### src/rtl/mkt_pkg.sv
package mkt_pkg;

  // Token kinds
  localparam logic [4:0] KIND_ILLEGAL = 5'd0;
  localparam logic [4:0] KIND_EOF     = 5'd1;
  localparam logic [4:0] KIND_LT      = 5'd2;
  localparam logic [4:0] KIND_GT      = 5'd3;
  localparam logic [4:0] KIND_LBRACE  = 5'd4;
  localparam logic [4:0] KIND_RBRACE  = 5'd5;
  localparam logic [4:0] KIND_COLON   = 5'd6;
  localparam logic [4:0] KIND_COMMA   = 5'd7;
  localparam logic [4:0] KIND_SLASH   = 5'd8;

  // Character codes
  localparam logic [7:0] CH_NUL    = 8'h00;
  localparam logic [7:0] CH_TAB    = 8'h09;
  localparam logic [7:0] CH_LF     = 8'h0A;
  localparam logic [7:0] CH_VT     = 8'h0B;
  localparam logic [7:0] CH_FF     = 8'h0C;
  localparam logic [7:0] CH_CR     = 8'h0D;
  localparam logic [7:0] CH_SPACE  = 8'h20;
  localparam logic [7:0] CH_COMMA  = 8'h2C;
  localparam logic [7:0] CH_SLASH  = 8'h2F;
  localparam logic [7:0] CH_COLON  = 8'h3A;
  localparam logic [7:0] CH_LT     = 8'h3C;
  localparam logic [7:0] CH_GT     = 8'h3E;
  localparam logic [7:0] CH_LBRACE = 8'h7B;
  localparam logic [7:0] CH_RBRACE = 8'h7D;
  localparam logic [7:0] CH_UPPER_A = 8'h41;
  localparam logic [7:0] CH_UPPER_Z = 8'h5A;
  localparam logic [7:0] CH_LOWER_A = 8'h61;
  localparam logic [7:0] CH_LOWER_Z = 8'h7A;

  localparam logic [15:0] DEPTH_MAX = 16'hFFFF;

  // Keyword table. Text is right-justified: the last letter sits in the low byte.
  localparam int KW_COUNT   = 19;
  localparam int KW_MAX_LEN = 9;

  localparam logic [KW_MAX_LEN*8-1:0] KW_TEXT [KW_COUNT] = '{
    "up", "down", "left", "right", "bold", "underline", "italic", "blink",
    "invert", "strike", "default", "black", "red", "green", "yellow", "blue",
    "magenta", "cyan", "white"
  };
  localparam logic [3:0] KW_LEN [KW_COUNT] = '{
    4'd2, 4'd4, 4'd4, 4'd5, 4'd4, 4'd9, 4'd6, 4'd5, 4'd6, 4'd6,
    4'd7, 4'd5, 4'd3, 4'd5, 4'd6, 4'd4, 4'd7, 4'd4, 4'd5
  };
  localparam logic [4:0] KW_KIND [KW_COUNT] = '{
    5'd9, 5'd10, 5'd11, 5'd12, 5'd14, 5'd15, 5'd16, 5'd17, 5'd18, 5'd19,
    5'd23, 5'd24, 5'd25, 5'd26, 5'd27, 5'd28, 5'd29, 5'd30, 5'd31
  };

  // Output queue depth; one byte may push two tokens.
  localparam int QUEUE_DEPTH = 4;

  // Letters held for matching, first letter at index 0.
  typedef logic [KW_MAX_LEN-1:0][7:0] kw_word_t;

  typedef struct packed {
    logic [4:0]  kind;
    logic [15:0] start;
    logic [15:0] depth;
    logic        unbal;
    logic        last;
  } token_t;

  typedef struct packed {
    logic   v0;
    logic   v1;
    token_t t0;
    token_t t1;
  } push_t;

  // Parallel match of a word against every keyword.
  function automatic logic [4:0] kw_kind(input kw_word_t word, input logic [3:0] len);
    logic [4:0] kind;
    logic       eq;
    int         kl;
    kind = KIND_ILLEGAL;
    for (int k = 0; k < KW_COUNT; k++) begin
      kl = int'(KW_LEN[k]);
      eq = (KW_LEN[k] == len);
      for (int j = 0; j < KW_MAX_LEN; j++) begin
        if (j < kl) begin
          if (word[j] != KW_TEXT[k][8*(kl-1-j) +: 8]) begin
            eq = 1'b0;
          end
        end
      end
      if (eq) begin
        kind = KW_KIND[k];
      end
    end
    return kind;
  endfunction

endpackage

### src/rtl/mkt_if.sv
interface mkt_char_if;
  logic       valid;
  logic       ready;
  logic [7:0] char_byte;

  modport source (output valid, output char_byte, input ready);
  modport sink   (input valid, input char_byte, output ready);
endinterface

interface mkt_token_if;
  logic        valid;
  logic        ready;
  logic [4:0]  token_kind;
  logic [15:0] token_start;
  logic [15:0] bracket_depth_out;
  logic        unbalanced_close;
  logic        last_of_run;

  modport source (output valid, output token_kind, output token_start,
                  output bracket_depth_out, output unbalanced_close,
                  output last_of_run, input ready);
  modport sink   (input valid, input token_kind, input token_start,
                  input bracket_depth_out, input unbalanced_close,
                  input last_of_run, output ready);
endinterface

### src/rtl/markup_keyword_tokenizer_core.sv
// A byte accepted on the input channel is held in the input register, lexed once the
// output queue has room for two token words, and its token words are written to the queue,
// which offers them on the output channel. Throughput: one byte per cycle while each byte
// yields at most one token and the output channel is ready; the output queue drains one
// token word per cycle while the channel is ready, so a byte that yields two needs two pops.
// Reset (rst_n, synchronous, active low) clears position, depth, word length and the queue.
module markup_keyword_tokenizer_core
  import mkt_pkg::*;
#(
  parameter int IDENT_BUFFER = 32
) (
  input  logic         clk,
  input  logic         rst_n,
  mkt_char_if.sink     in_chan,
  mkt_token_if.source  out_chan
);

  // The input register holds one byte. It is handed to the lexer as soon as the
  // output queue can take the worst case of two token words; the queue itself is
  // the result register, so the byte register refills in the same cycle.
  logic       in_valid_r;
  logic [7:0] in_byte_r;
  logic       room;
  logic       advance;
  logic       pop;
  logic       head_valid;
  token_t     head;
  push_t      push;

  assign advance       = in_valid_r && room;
  assign in_chan.ready = !in_valid_r || advance;

  always_ff @(posedge clk) begin
    if (!rst_n) begin
      in_valid_r <= 1'b0;
    end else if (in_chan.ready) begin
      in_valid_r <= in_chan.valid;
    end
  end

  always_ff @(posedge clk) begin
    if (in_chan.ready && in_chan.valid) begin
      in_byte_r <= in_chan.char_byte;
    end
  end

  // Lexer: letter gathering, keyword match, punctuation and bracket depth.
  mkt_lexer #(
    .IDENT_BUFFER (IDENT_BUFFER)
  ) u_lexer (
    .clk       (clk),
    .rst_n     (rst_n),
    .go        (advance),
    .char_byte (in_byte_r),
    .push      (push)
  );

  // Output queue: takes up to two token words per cycle, in order, and
  // presents one at a time to the output channel.
  mkt_token_fifo u_fifo (
    .clk        (clk),
    .rst_n      (rst_n),
    .push       (push),
    .pop        (pop),
    .room       (room),
    .head_valid (head_valid),
    .head       (head)
  );

  assign pop = head_valid && out_chan.ready;

  assign out_chan.valid             = head_valid;
  assign out_chan.token_kind        = head.kind;
  assign out_chan.token_start       = head.start;
  assign out_chan.bracket_depth_out = head.depth;
  assign out_chan.unbalanced_close  = head.unbal;
  assign out_chan.last_of_run       = head.last;

endmodule

### src/rtl/mkt_lexer.sv
module mkt_lexer
  import mkt_pkg::*;
#(
  parameter int IDENT_BUFFER = 32
) (
  input  logic       clk,
  input  logic       rst_n,
  input  logic       go,
  input  logic [7:0] char_byte,
  output push_t      push
);

  localparam int LW = $clog2(IDENT_BUFFER);
  localparam logic [LW-1:0] MAX_WORD = LW'(IDENT_BUFFER - 1);

  kw_word_t      chars_r, chars_nxt;
  logic [LW-1:0] len_r, len_nxt;
  logic [15:0]   start_r, start_nxt;
  logic [15:0]   pos_r, pos_nxt;
  logic [15:0]   depth_r, depth_nxt;

  logic       is_letter, is_space;
  logic [4:0] own_kind;
  logic       word_emit, own_emit, flag;
  token_t     word_tok, own_tok;

  always_comb begin
    is_letter = ((char_byte >= CH_UPPER_A) && (char_byte <= CH_UPPER_Z)) ||
                ((char_byte >= CH_LOWER_A) && (char_byte <= CH_LOWER_Z));
    is_space  = 1'b0;
    own_kind  = KIND_ILLEGAL;
    unique case (char_byte)
      CH_LT:     own_kind = KIND_LT;
      CH_GT:     own_kind = KIND_GT;
      CH_LBRACE: own_kind = KIND_LBRACE;
      CH_RBRACE: own_kind = KIND_RBRACE;
      CH_COLON:  own_kind = KIND_COLON;
      CH_COMMA:  own_kind = KIND_COMMA;
      CH_SLASH:  own_kind = KIND_SLASH;
      CH_SPACE, CH_TAB, CH_LF, CH_VT, CH_FF, CH_CR: is_space = 1'b1;
      default:   own_kind = KIND_ILLEGAL;
    endcase
  end

  always_comb begin
    chars_nxt = chars_r;
    len_nxt   = len_r;
    start_nxt = start_r;
    pos_nxt   = pos_r;
    depth_nxt = depth_r;
    word_emit = 1'b0;
    own_emit  = 1'b0;
    flag      = 1'b0;

    word_tok.kind  = (int'(len_r) <= KW_MAX_LEN) ? kw_kind(chars_r, 4'(len_r))
                                                  : KIND_ILLEGAL;
    word_tok.start = start_r;
    word_tok.depth = depth_r;
    word_tok.unbal = 1'b0;
    word_tok.last  = 1'b0;

    own_tok.kind  = own_kind;
    own_tok.start = pos_r;
    own_tok.depth = depth_r;
    own_tok.unbal = 1'b0;
    own_tok.last  = 1'b1;

    if (go) begin
      if (char_byte == CH_NUL) begin
        word_emit    = (len_r != '0);
        own_emit     = 1'b1;
        own_tok.kind = KIND_EOF;
        len_nxt      = '0;
        start_nxt    = '0;
        pos_nxt      = '0;
        depth_nxt    = '0;
      end else if (is_letter) begin
        pos_nxt = pos_r + 16'd1;
        if (len_r == MAX_WORD) begin
          // Word full: send it and start afresh with this letter.
          word_emit    = 1'b1;
          start_nxt    = pos_r;
          chars_nxt[0] = char_byte;
          len_nxt      = LW'(1);
        end else begin
          if (len_r == '0) begin
            start_nxt = pos_r;
          end
          if (int'(len_r) < KW_MAX_LEN) begin
            chars_nxt[4'(len_r)] = char_byte;
          end
          len_nxt = len_r + LW'(1);
        end
      end else begin
        pos_nxt   = pos_r + 16'd1;
        word_emit = (len_r != '0);
        len_nxt   = '0;
        own_emit  = !is_space;
        if (!is_space && ((own_kind == KIND_LT) || (own_kind == KIND_LBRACE))) begin
          if (depth_r != DEPTH_MAX) begin
            depth_nxt = depth_r + 16'd1;
          end
        end else if (!is_space && ((own_kind == KIND_GT) || (own_kind == KIND_RBRACE))) begin
          if (depth_r == '0) begin
            flag = 1'b1;
          end else begin
            depth_nxt = depth_r - 16'd1;
          end
        end
        own_tok.depth = depth_nxt;
        own_tok.unbal = flag;
      end
    end

    word_tok.last = !own_emit;
    push.v0 = word_emit || own_emit;
    push.t0 = word_emit ? word_tok : own_tok;
    push.v1 = word_emit && own_emit;
    push.t1 = own_tok;
  end

  always_ff @(posedge clk) begin
    if (!rst_n) begin
      len_r   <= '0;
      start_r <= '0;
      pos_r   <= '0;
      depth_r <= '0;
    end else begin
      len_r   <= len_nxt;
      start_r <= start_nxt;
      pos_r   <= pos_nxt;
      depth_r <= depth_nxt;
    end
  end

  always_ff @(posedge clk) begin
    chars_r <= chars_nxt;
  end

endmodule

### src/rtl/mkt_token_fifo.sv
module mkt_token_fifo
  import mkt_pkg::*;
(
  input  logic   clk,
  input  logic   rst_n,
  input  push_t  push,
  input  logic   pop,
  output logic   room,
  output logic   head_valid,
  output token_t head
);

  localparam int PW = $clog2(QUEUE_DEPTH);
  localparam int CW = $clog2(QUEUE_DEPTH + 1);

  token_t        mem_r [QUEUE_DEPTH];
  logic [PW-1:0] wp_r, wp_nxt, rp_r, rp_nxt;
  logic [CW-1:0] cnt_r, cnt_nxt;

  // Room for a full pair of tokens, regardless of a pop this cycle.
  assign room       = (int'(cnt_r) <= QUEUE_DEPTH - 2);
  assign head_valid = (cnt_r != '0);
  assign head       = mem_r[rp_r];

  always_comb begin
    wp_nxt  = wp_r + PW'(push.v0) + PW'(push.v1);
    rp_nxt  = rp_r + PW'(pop);
    cnt_nxt = cnt_r + CW'(push.v0) + CW'(push.v1) - CW'(pop);
  end

  always_ff @(posedge clk) begin
    if (!rst_n) begin
      wp_r  <= '0;
      rp_r  <= '0;
      cnt_r <= '0;
    end else begin
      wp_r  <= wp_nxt;
      rp_r  <= rp_nxt;
      cnt_r <= cnt_nxt;
    end
  end

  always_ff @(posedge clk) begin
    if (push.v0) begin
      mem_r[wp_r] <= push.t0;
    end
    if (push.v1) begin
      mem_r[wp_r + PW'(1)] <= push.t1;
    end
  end

endmodule

### src/flat_wrapper.sv
// flat-port wrapper written by rule: the top's interface ports become plain ports
module markup_keyword_tokenizer_core_flat import mkt_pkg::*;
#(
  parameter int IDENT_BUFFER = 32
)
  (clk, rst_n, in_chan_valid, in_chan_char_byte, in_chan_ready, out_chan_valid, out_chan_token_kind, out_chan_token_start, out_chan_bracket_depth_out, out_chan_unbalanced_close, out_chan_last_of_run, out_chan_ready);
  mkt_char_if in_chan_i ();
  mkt_token_if out_chan_i ();
  input  logic clk;
  input  logic rst_n;
  input wire logic [$bits(in_chan_i.valid)-1:0] in_chan_valid;
  input wire logic [$bits(in_chan_i.char_byte)-1:0] in_chan_char_byte;
  output wire logic [$bits(in_chan_i.ready)-1:0] in_chan_ready;
  output wire logic [$bits(out_chan_i.valid)-1:0] out_chan_valid;
  output wire logic [$bits(out_chan_i.token_kind)-1:0] out_chan_token_kind;
  output wire logic [$bits(out_chan_i.token_start)-1:0] out_chan_token_start;
  output wire logic [$bits(out_chan_i.bracket_depth_out)-1:0] out_chan_bracket_depth_out;
  output wire logic [$bits(out_chan_i.unbalanced_close)-1:0] out_chan_unbalanced_close;
  output wire logic [$bits(out_chan_i.last_of_run)-1:0] out_chan_last_of_run;
  input wire logic [$bits(out_chan_i.ready)-1:0] out_chan_ready;
  assign in_chan_i.valid = in_chan_valid;
  assign in_chan_i.char_byte = in_chan_char_byte;
  assign in_chan_ready = in_chan_i.ready;
  assign out_chan_valid = out_chan_i.valid;
  assign out_chan_token_kind = out_chan_i.token_kind;
  assign out_chan_token_start = out_chan_i.token_start;
  assign out_chan_bracket_depth_out = out_chan_i.bracket_depth_out;
  assign out_chan_unbalanced_close = out_chan_i.unbalanced_close;
  assign out_chan_last_of_run = out_chan_i.last_of_run;
  assign out_chan_i.ready = out_chan_ready;
  markup_keyword_tokenizer_core #(.IDENT_BUFFER(IDENT_BUFFER)) u_core (.clk(clk), .rst_n(rst_n), .in_chan(in_chan_i), .out_chan(out_chan_i));
endmodule
### config.mk
export PLATFORM = sky130hd
export DESIGN_NAME = markup_keyword_tokenizer_core_flat
export DESIGN_NICKNAME = d
export VERILOG_FILES = /design/src/rtl/mkt_pkg.sv /design/src/rtl/mkt_if.sv /design/src/rtl/markup_keyword_tokenizer_core.sv /design/src/rtl/mkt_lexer.sv /design/src/rtl/mkt_token_fifo.sv /design/src/flat_wrapper.sv
export SDC_FILE = /design/constraint.sdc
export NUM_CORES = 1
export LEC_CHECK = 0
export ABC_AREA = 1
export BUFFER_PORTS_ARGS = -buffer_cell sky130_fd_sc_hd__buf_2
export CAP_MARGIN = 20
export CELL_PAD_IN_SITES_DETAIL_PLACEMENT = 0
export CELL_PAD_IN_SITES_GLOBAL_PLACEMENT = 1
export CORE_ASPECT_RATIO = 0.7
export CORE_MARGIN = 5
export CORE_UTILIZATION = 40
export DETAILED_ROUTE_END_ITERATION = 12
export HOLD_SLACK_MARGIN = 0.12
export PLACE_DENSITY_LB_ADDON = 0.2
export SYNTH_ARGS = -nofsm -noshare
export SYNTH_HDL_FRONTEND = slang
export SYNTH_SLANG_ARGS = --single-unit
### constraint.sdc
create_clock -name clk -period 7.3 [get_ports clk]
set_clock_uncertainty 0.15 [all_clocks]
set_input_delay 0.365 -clock clk [delete_from_list [all_inputs] [get_ports clk]]
set_output_delay 0.365 -clock clk [all_outputs]
set_load 0.1 [all_outputs]
==> impl_metrics.yaml <==
placed_design:
  dp_hpwl_mm: 37.8
  placed_area_sq_um: 16700
  io_buffers: 52
  gp_congestion: 0.964
  placed_cells: 2476
global_route:
  antenna_found_initial: 1
  grt_usage: 0.234
  overflow: 0
  grt_pass1_vias: 13000
  grt_max_degree: 68
  grt_pass1_wl_mm: 80.5
critical_path:
  startpoint_type: "flip-flop"
  worstReg2RegStart: "u_core.u_fifo.cnt_r[1]$_SDFF_PN0_"
  cpPeakStageDelay_ns: 0.99
  crit_type: "flip-flop to flip-flop"
  crit_buf_inv: 1
  reg2reg_slack_ns: 2.18
  path_max_fanout: 38
  reg2reg_to: "u_core.u_fifo.mem_r[3][14]$_DFFE_PP_"
  crit_slowest_cell: "nand2_2"
  critPathCaptureType: "flip-flop"
  r2r_cells: 10
  worstPathArrival_ns: 5.17
  critPathRequiredTime_ns: 7.35
  critPathTopFamily: "simple AND/OR/NAND/NOR gates"
  cp_cell_sequence: "inv_1 -> ha_1 -> a31oi_1 -> nor2_1 -> nand2_4 -> nor2_8 -> nor2_8 -> nor3_4 -> nand2_2 -> nand2_2"
synthesis:
  synth_largest_area_cell: "edfxtp_1"
  yosysWarnings: 0
  seq_area_frac_synth: 0.515
  yosys-top-cells-area: "edfxtp_1 43%, nand2_1 10%, dfxtp_1 8.6%, nor2_1 5.8%, nand3_1 5.5%"
  postSynthAreaPerCell_sq_um: 8.20
  synth_nets: 1976
  synth_top_area_share: 0.428
  synth_edf_count: 228
  ys_types: 52
  ys_ff_latch: 297
  syn-cell-area_sq_um: 16000
  async_flop_share: 0
  synth_ff_type: "edfxtp_1"
  syn_inst: 1949
finish:
  num-nets-final: 2012
  syn2layout_area_growth_pct: 11.2
  diodes: 0
  seqCellArea_sq_um: 8230
  num-fill-cells: 3932
  multi_input_area_sq_um: 6630
  layout_commonest_cell: "nand2_1"
  fin_area_sq_um: 17800
  final_cell_mix: "422 x nand2_1, 248 x nor2_1, 228 x edfxtp_1, 184 x inv_1, 177 x nand3_1"
  final_cells: 2544
  drive_above_1_share: 0.0866
pwr:
  clockPowerShare: 0.285
  ir_drop_uv: 257
  p_seq_frac: 0.373
  powerDensity_nw_per_um2: 297
  internal_power_mw: 3.00
  power.switching_fraction: 0.431
  power_switching_mw: 2.27
  pwr-share-comb: 0.342
  p_leak_nw: 6.54
sta:
  tightest_slew_ns: 1.13
  fin_tns_setup_ns: 0
  holdWs_ns: 0.186
  fmax_ghz: 0.195
  slew_headroom: 0.247
  report.final.slew_viol_count: 0
  period_needed_ns: 5.12
  hold_viol: 0
  rsz0062_at_grt: "false"
  fin_crit_sh: 0.701
  finalSetupViolCount: 0
cts:
  cts_resized: 0
  cts_setup_buffers: 0
  cts_made_buffers: 31
  clock_sinks: 297
  hold_buffers: 10
  clk_path_buf_depth: 3
  root_buffer: "clkbuf_16"
  tritoncts: "done"
  clkLatencyLatePin_ns: 0.60
  h-tree-depth: 1
  path_clk_slew_ns: 0.06
die:
  io_pins: 53
  core_area_sq_um: 39600
  rows: 61
  die-area_sq_um: 44100
  die_h_um: 177
  die_w_um: 249
  start_util: 0.404
route:
  vias_per_cell: 5.58
  final_antenna_net_count: 0
  num_vias: 14200
  routedWlPerCell_um: 21.0
  first_pass_iters: 6
  drt_iter0_markers: 1591
  drc_errors: 0
  finalWirelength_mm: 53.4
min_path:
  hp-class: "input pin to flip-flop"
  min_path_cells: 5
  hp-start: "out_chan_ready"
  holdPathEnd: "u_core.u_fifo.rp_r[0]$_SDFF_PN0_"
run:
  max_cap_viol_count: 0
status:
  status: "finished clean"
==> logic make-up (layout without fill, tap and decap cells) <==
| kind of cell | after synthesis | count (layout) | synth area share |
|---|---|---|---|
| adder cells (fa/ha/maj) | 15 | 15 | 0.0131 |
| AO/OA/AOI/OAI | 338 | 338 | 0.118 |
| XOR/XNOR | 15 | 15 | 0.00822 |
| flip-flops | 297 | 297 | 0.515 |
| buffers and inverters | 286 | 346 | 0.0716 |
| AND/OR/NAND/NOR | 998 | 998 | 0.274 |
==> synthesized netlist by cell type (12+ instances only) <==
cell type  count
inv_2         15
nand4_1       35
edfxtp_1     228
dfxtp_1       69
o22ai_1      105
o21ai_1       13
nand2_1      426
clkbuf_1      37
a21oi_1       58
buf_2         33
inv_1        185
o21ai_0      144
xor2_1        14
nor3_1        58
nand3_1      177
ha_1          12
nor2_1       248
==> sequential cells by signal, summed over array words and instances, names as in the netlist <==
name / flops
u_core.u_fifo.rp_r: 2
u_core.u_lexer.chars_r: 72
u_core.u_lexer.depth_r: 16
u_core.u_fifo.cnt_r: 3
u_core.u_lexer.start_r: 16
u_core.u_fifo.wp_r: 2
u_core.in_valid_r: 1
u_core.u_lexer.pos_r: 16
u_core.in_byte_r: 8
u_core.u_lexer.len_r: 5
u_core.u_fifo.mem_r: 156
==> worst max-delay path by stage <==
stage	depth (start not counted)	start	slack, ns	endpoint
2_1_floorplan	4	u_core.u_fifo.rp_r[0]$_SDFF_PN0_	3.91	out_chan_last_of_run
3_3_place_gp	10	u_core.u_fifo.cnt_r[1]$_SDFF_PN0_	2.35	u_core.u_fifo.mem_r[3][37]$_DFFE_PP_
3_5_place_dp	10	u_core.u_fifo.cnt_r[1]$_SDFF_PN0_	2.13	u_core.u_fifo.mem_r[3][37]$_DFFE_PP_
4_1_cts	10	u_core.u_fifo.cnt_r[1]$_SDFF_PN0_	2.08	u_core.u_fifo.mem_r[3][37]$_DFFE_PP_
5_1_grt	12	u_core.u_fifo.cnt_r[1]$_SDFF_PN0_	1.84	u_core.u_fifo.mem_r[3][1]$_DFFE_PP_
6_report	10	u_core.u_fifo.cnt_r[1]$_SDFF_PN0_	2.18	u_core.u_fifo.mem_r[3][14]$_DFFE_PP_
==> power by group through the flow <==
stage	sequential, mW	clock [mW]	combinational, mW
finish	1.97	1.50	1.81
global route	1.97	1.60	1.90
CTS	1.97	1.52	1.81
detailed placement	2.00	0	1.81
global placement	2.00	0	1.79
floorplan	1.99	0	1.43
==> per-stage QoR <==
stage | util | setup WS [ns] | power [mW]
6_report | 0.449 | 2.18 | 5.28
3_5_place_dp | 0.422 | 2.13 | 3.81
3_3_place_gp | 0.421 | 2.35 | 3.79
2_1_floorplan | - | 3.91 | 3.42
5_1_grt | 0.449 | 1.84 | 5.47
4_1_cts | 0.449 | 2.08 | 5.30
==> metal layers <==
layer | track usage | part of all wire | vias up
li1 | - | - | 6757
met1 | 0.370 | 0.48 | 6744
met2 | 0.329 | 0.40 | 637
met3 | 0.0557 | 0.11 | 56
met4 | 0.0349 | 0.014 | 0
met5 | 0 | 0 | -
==> cell type report <==
cell class / count / area share
repair buffers: 82 / 0.0301
inverters: 207 / 0.0439
multi-input cells: 1366 / 0.373
clock inverters: 20 / 0.00795
flip-flops and latches: 297 / 0.463
well taps: 535 / 0.0376
clock buffers: 37 / 0.0449
==> tightest hold or removal path: stages <==
cell     delay [ns]
buf_2          0.10
and2_1         0.19
ha_1           0.16
nand2_1        0.05
inv_1          0.04
No activity file was read; power rests on OpenSTA's default activity.
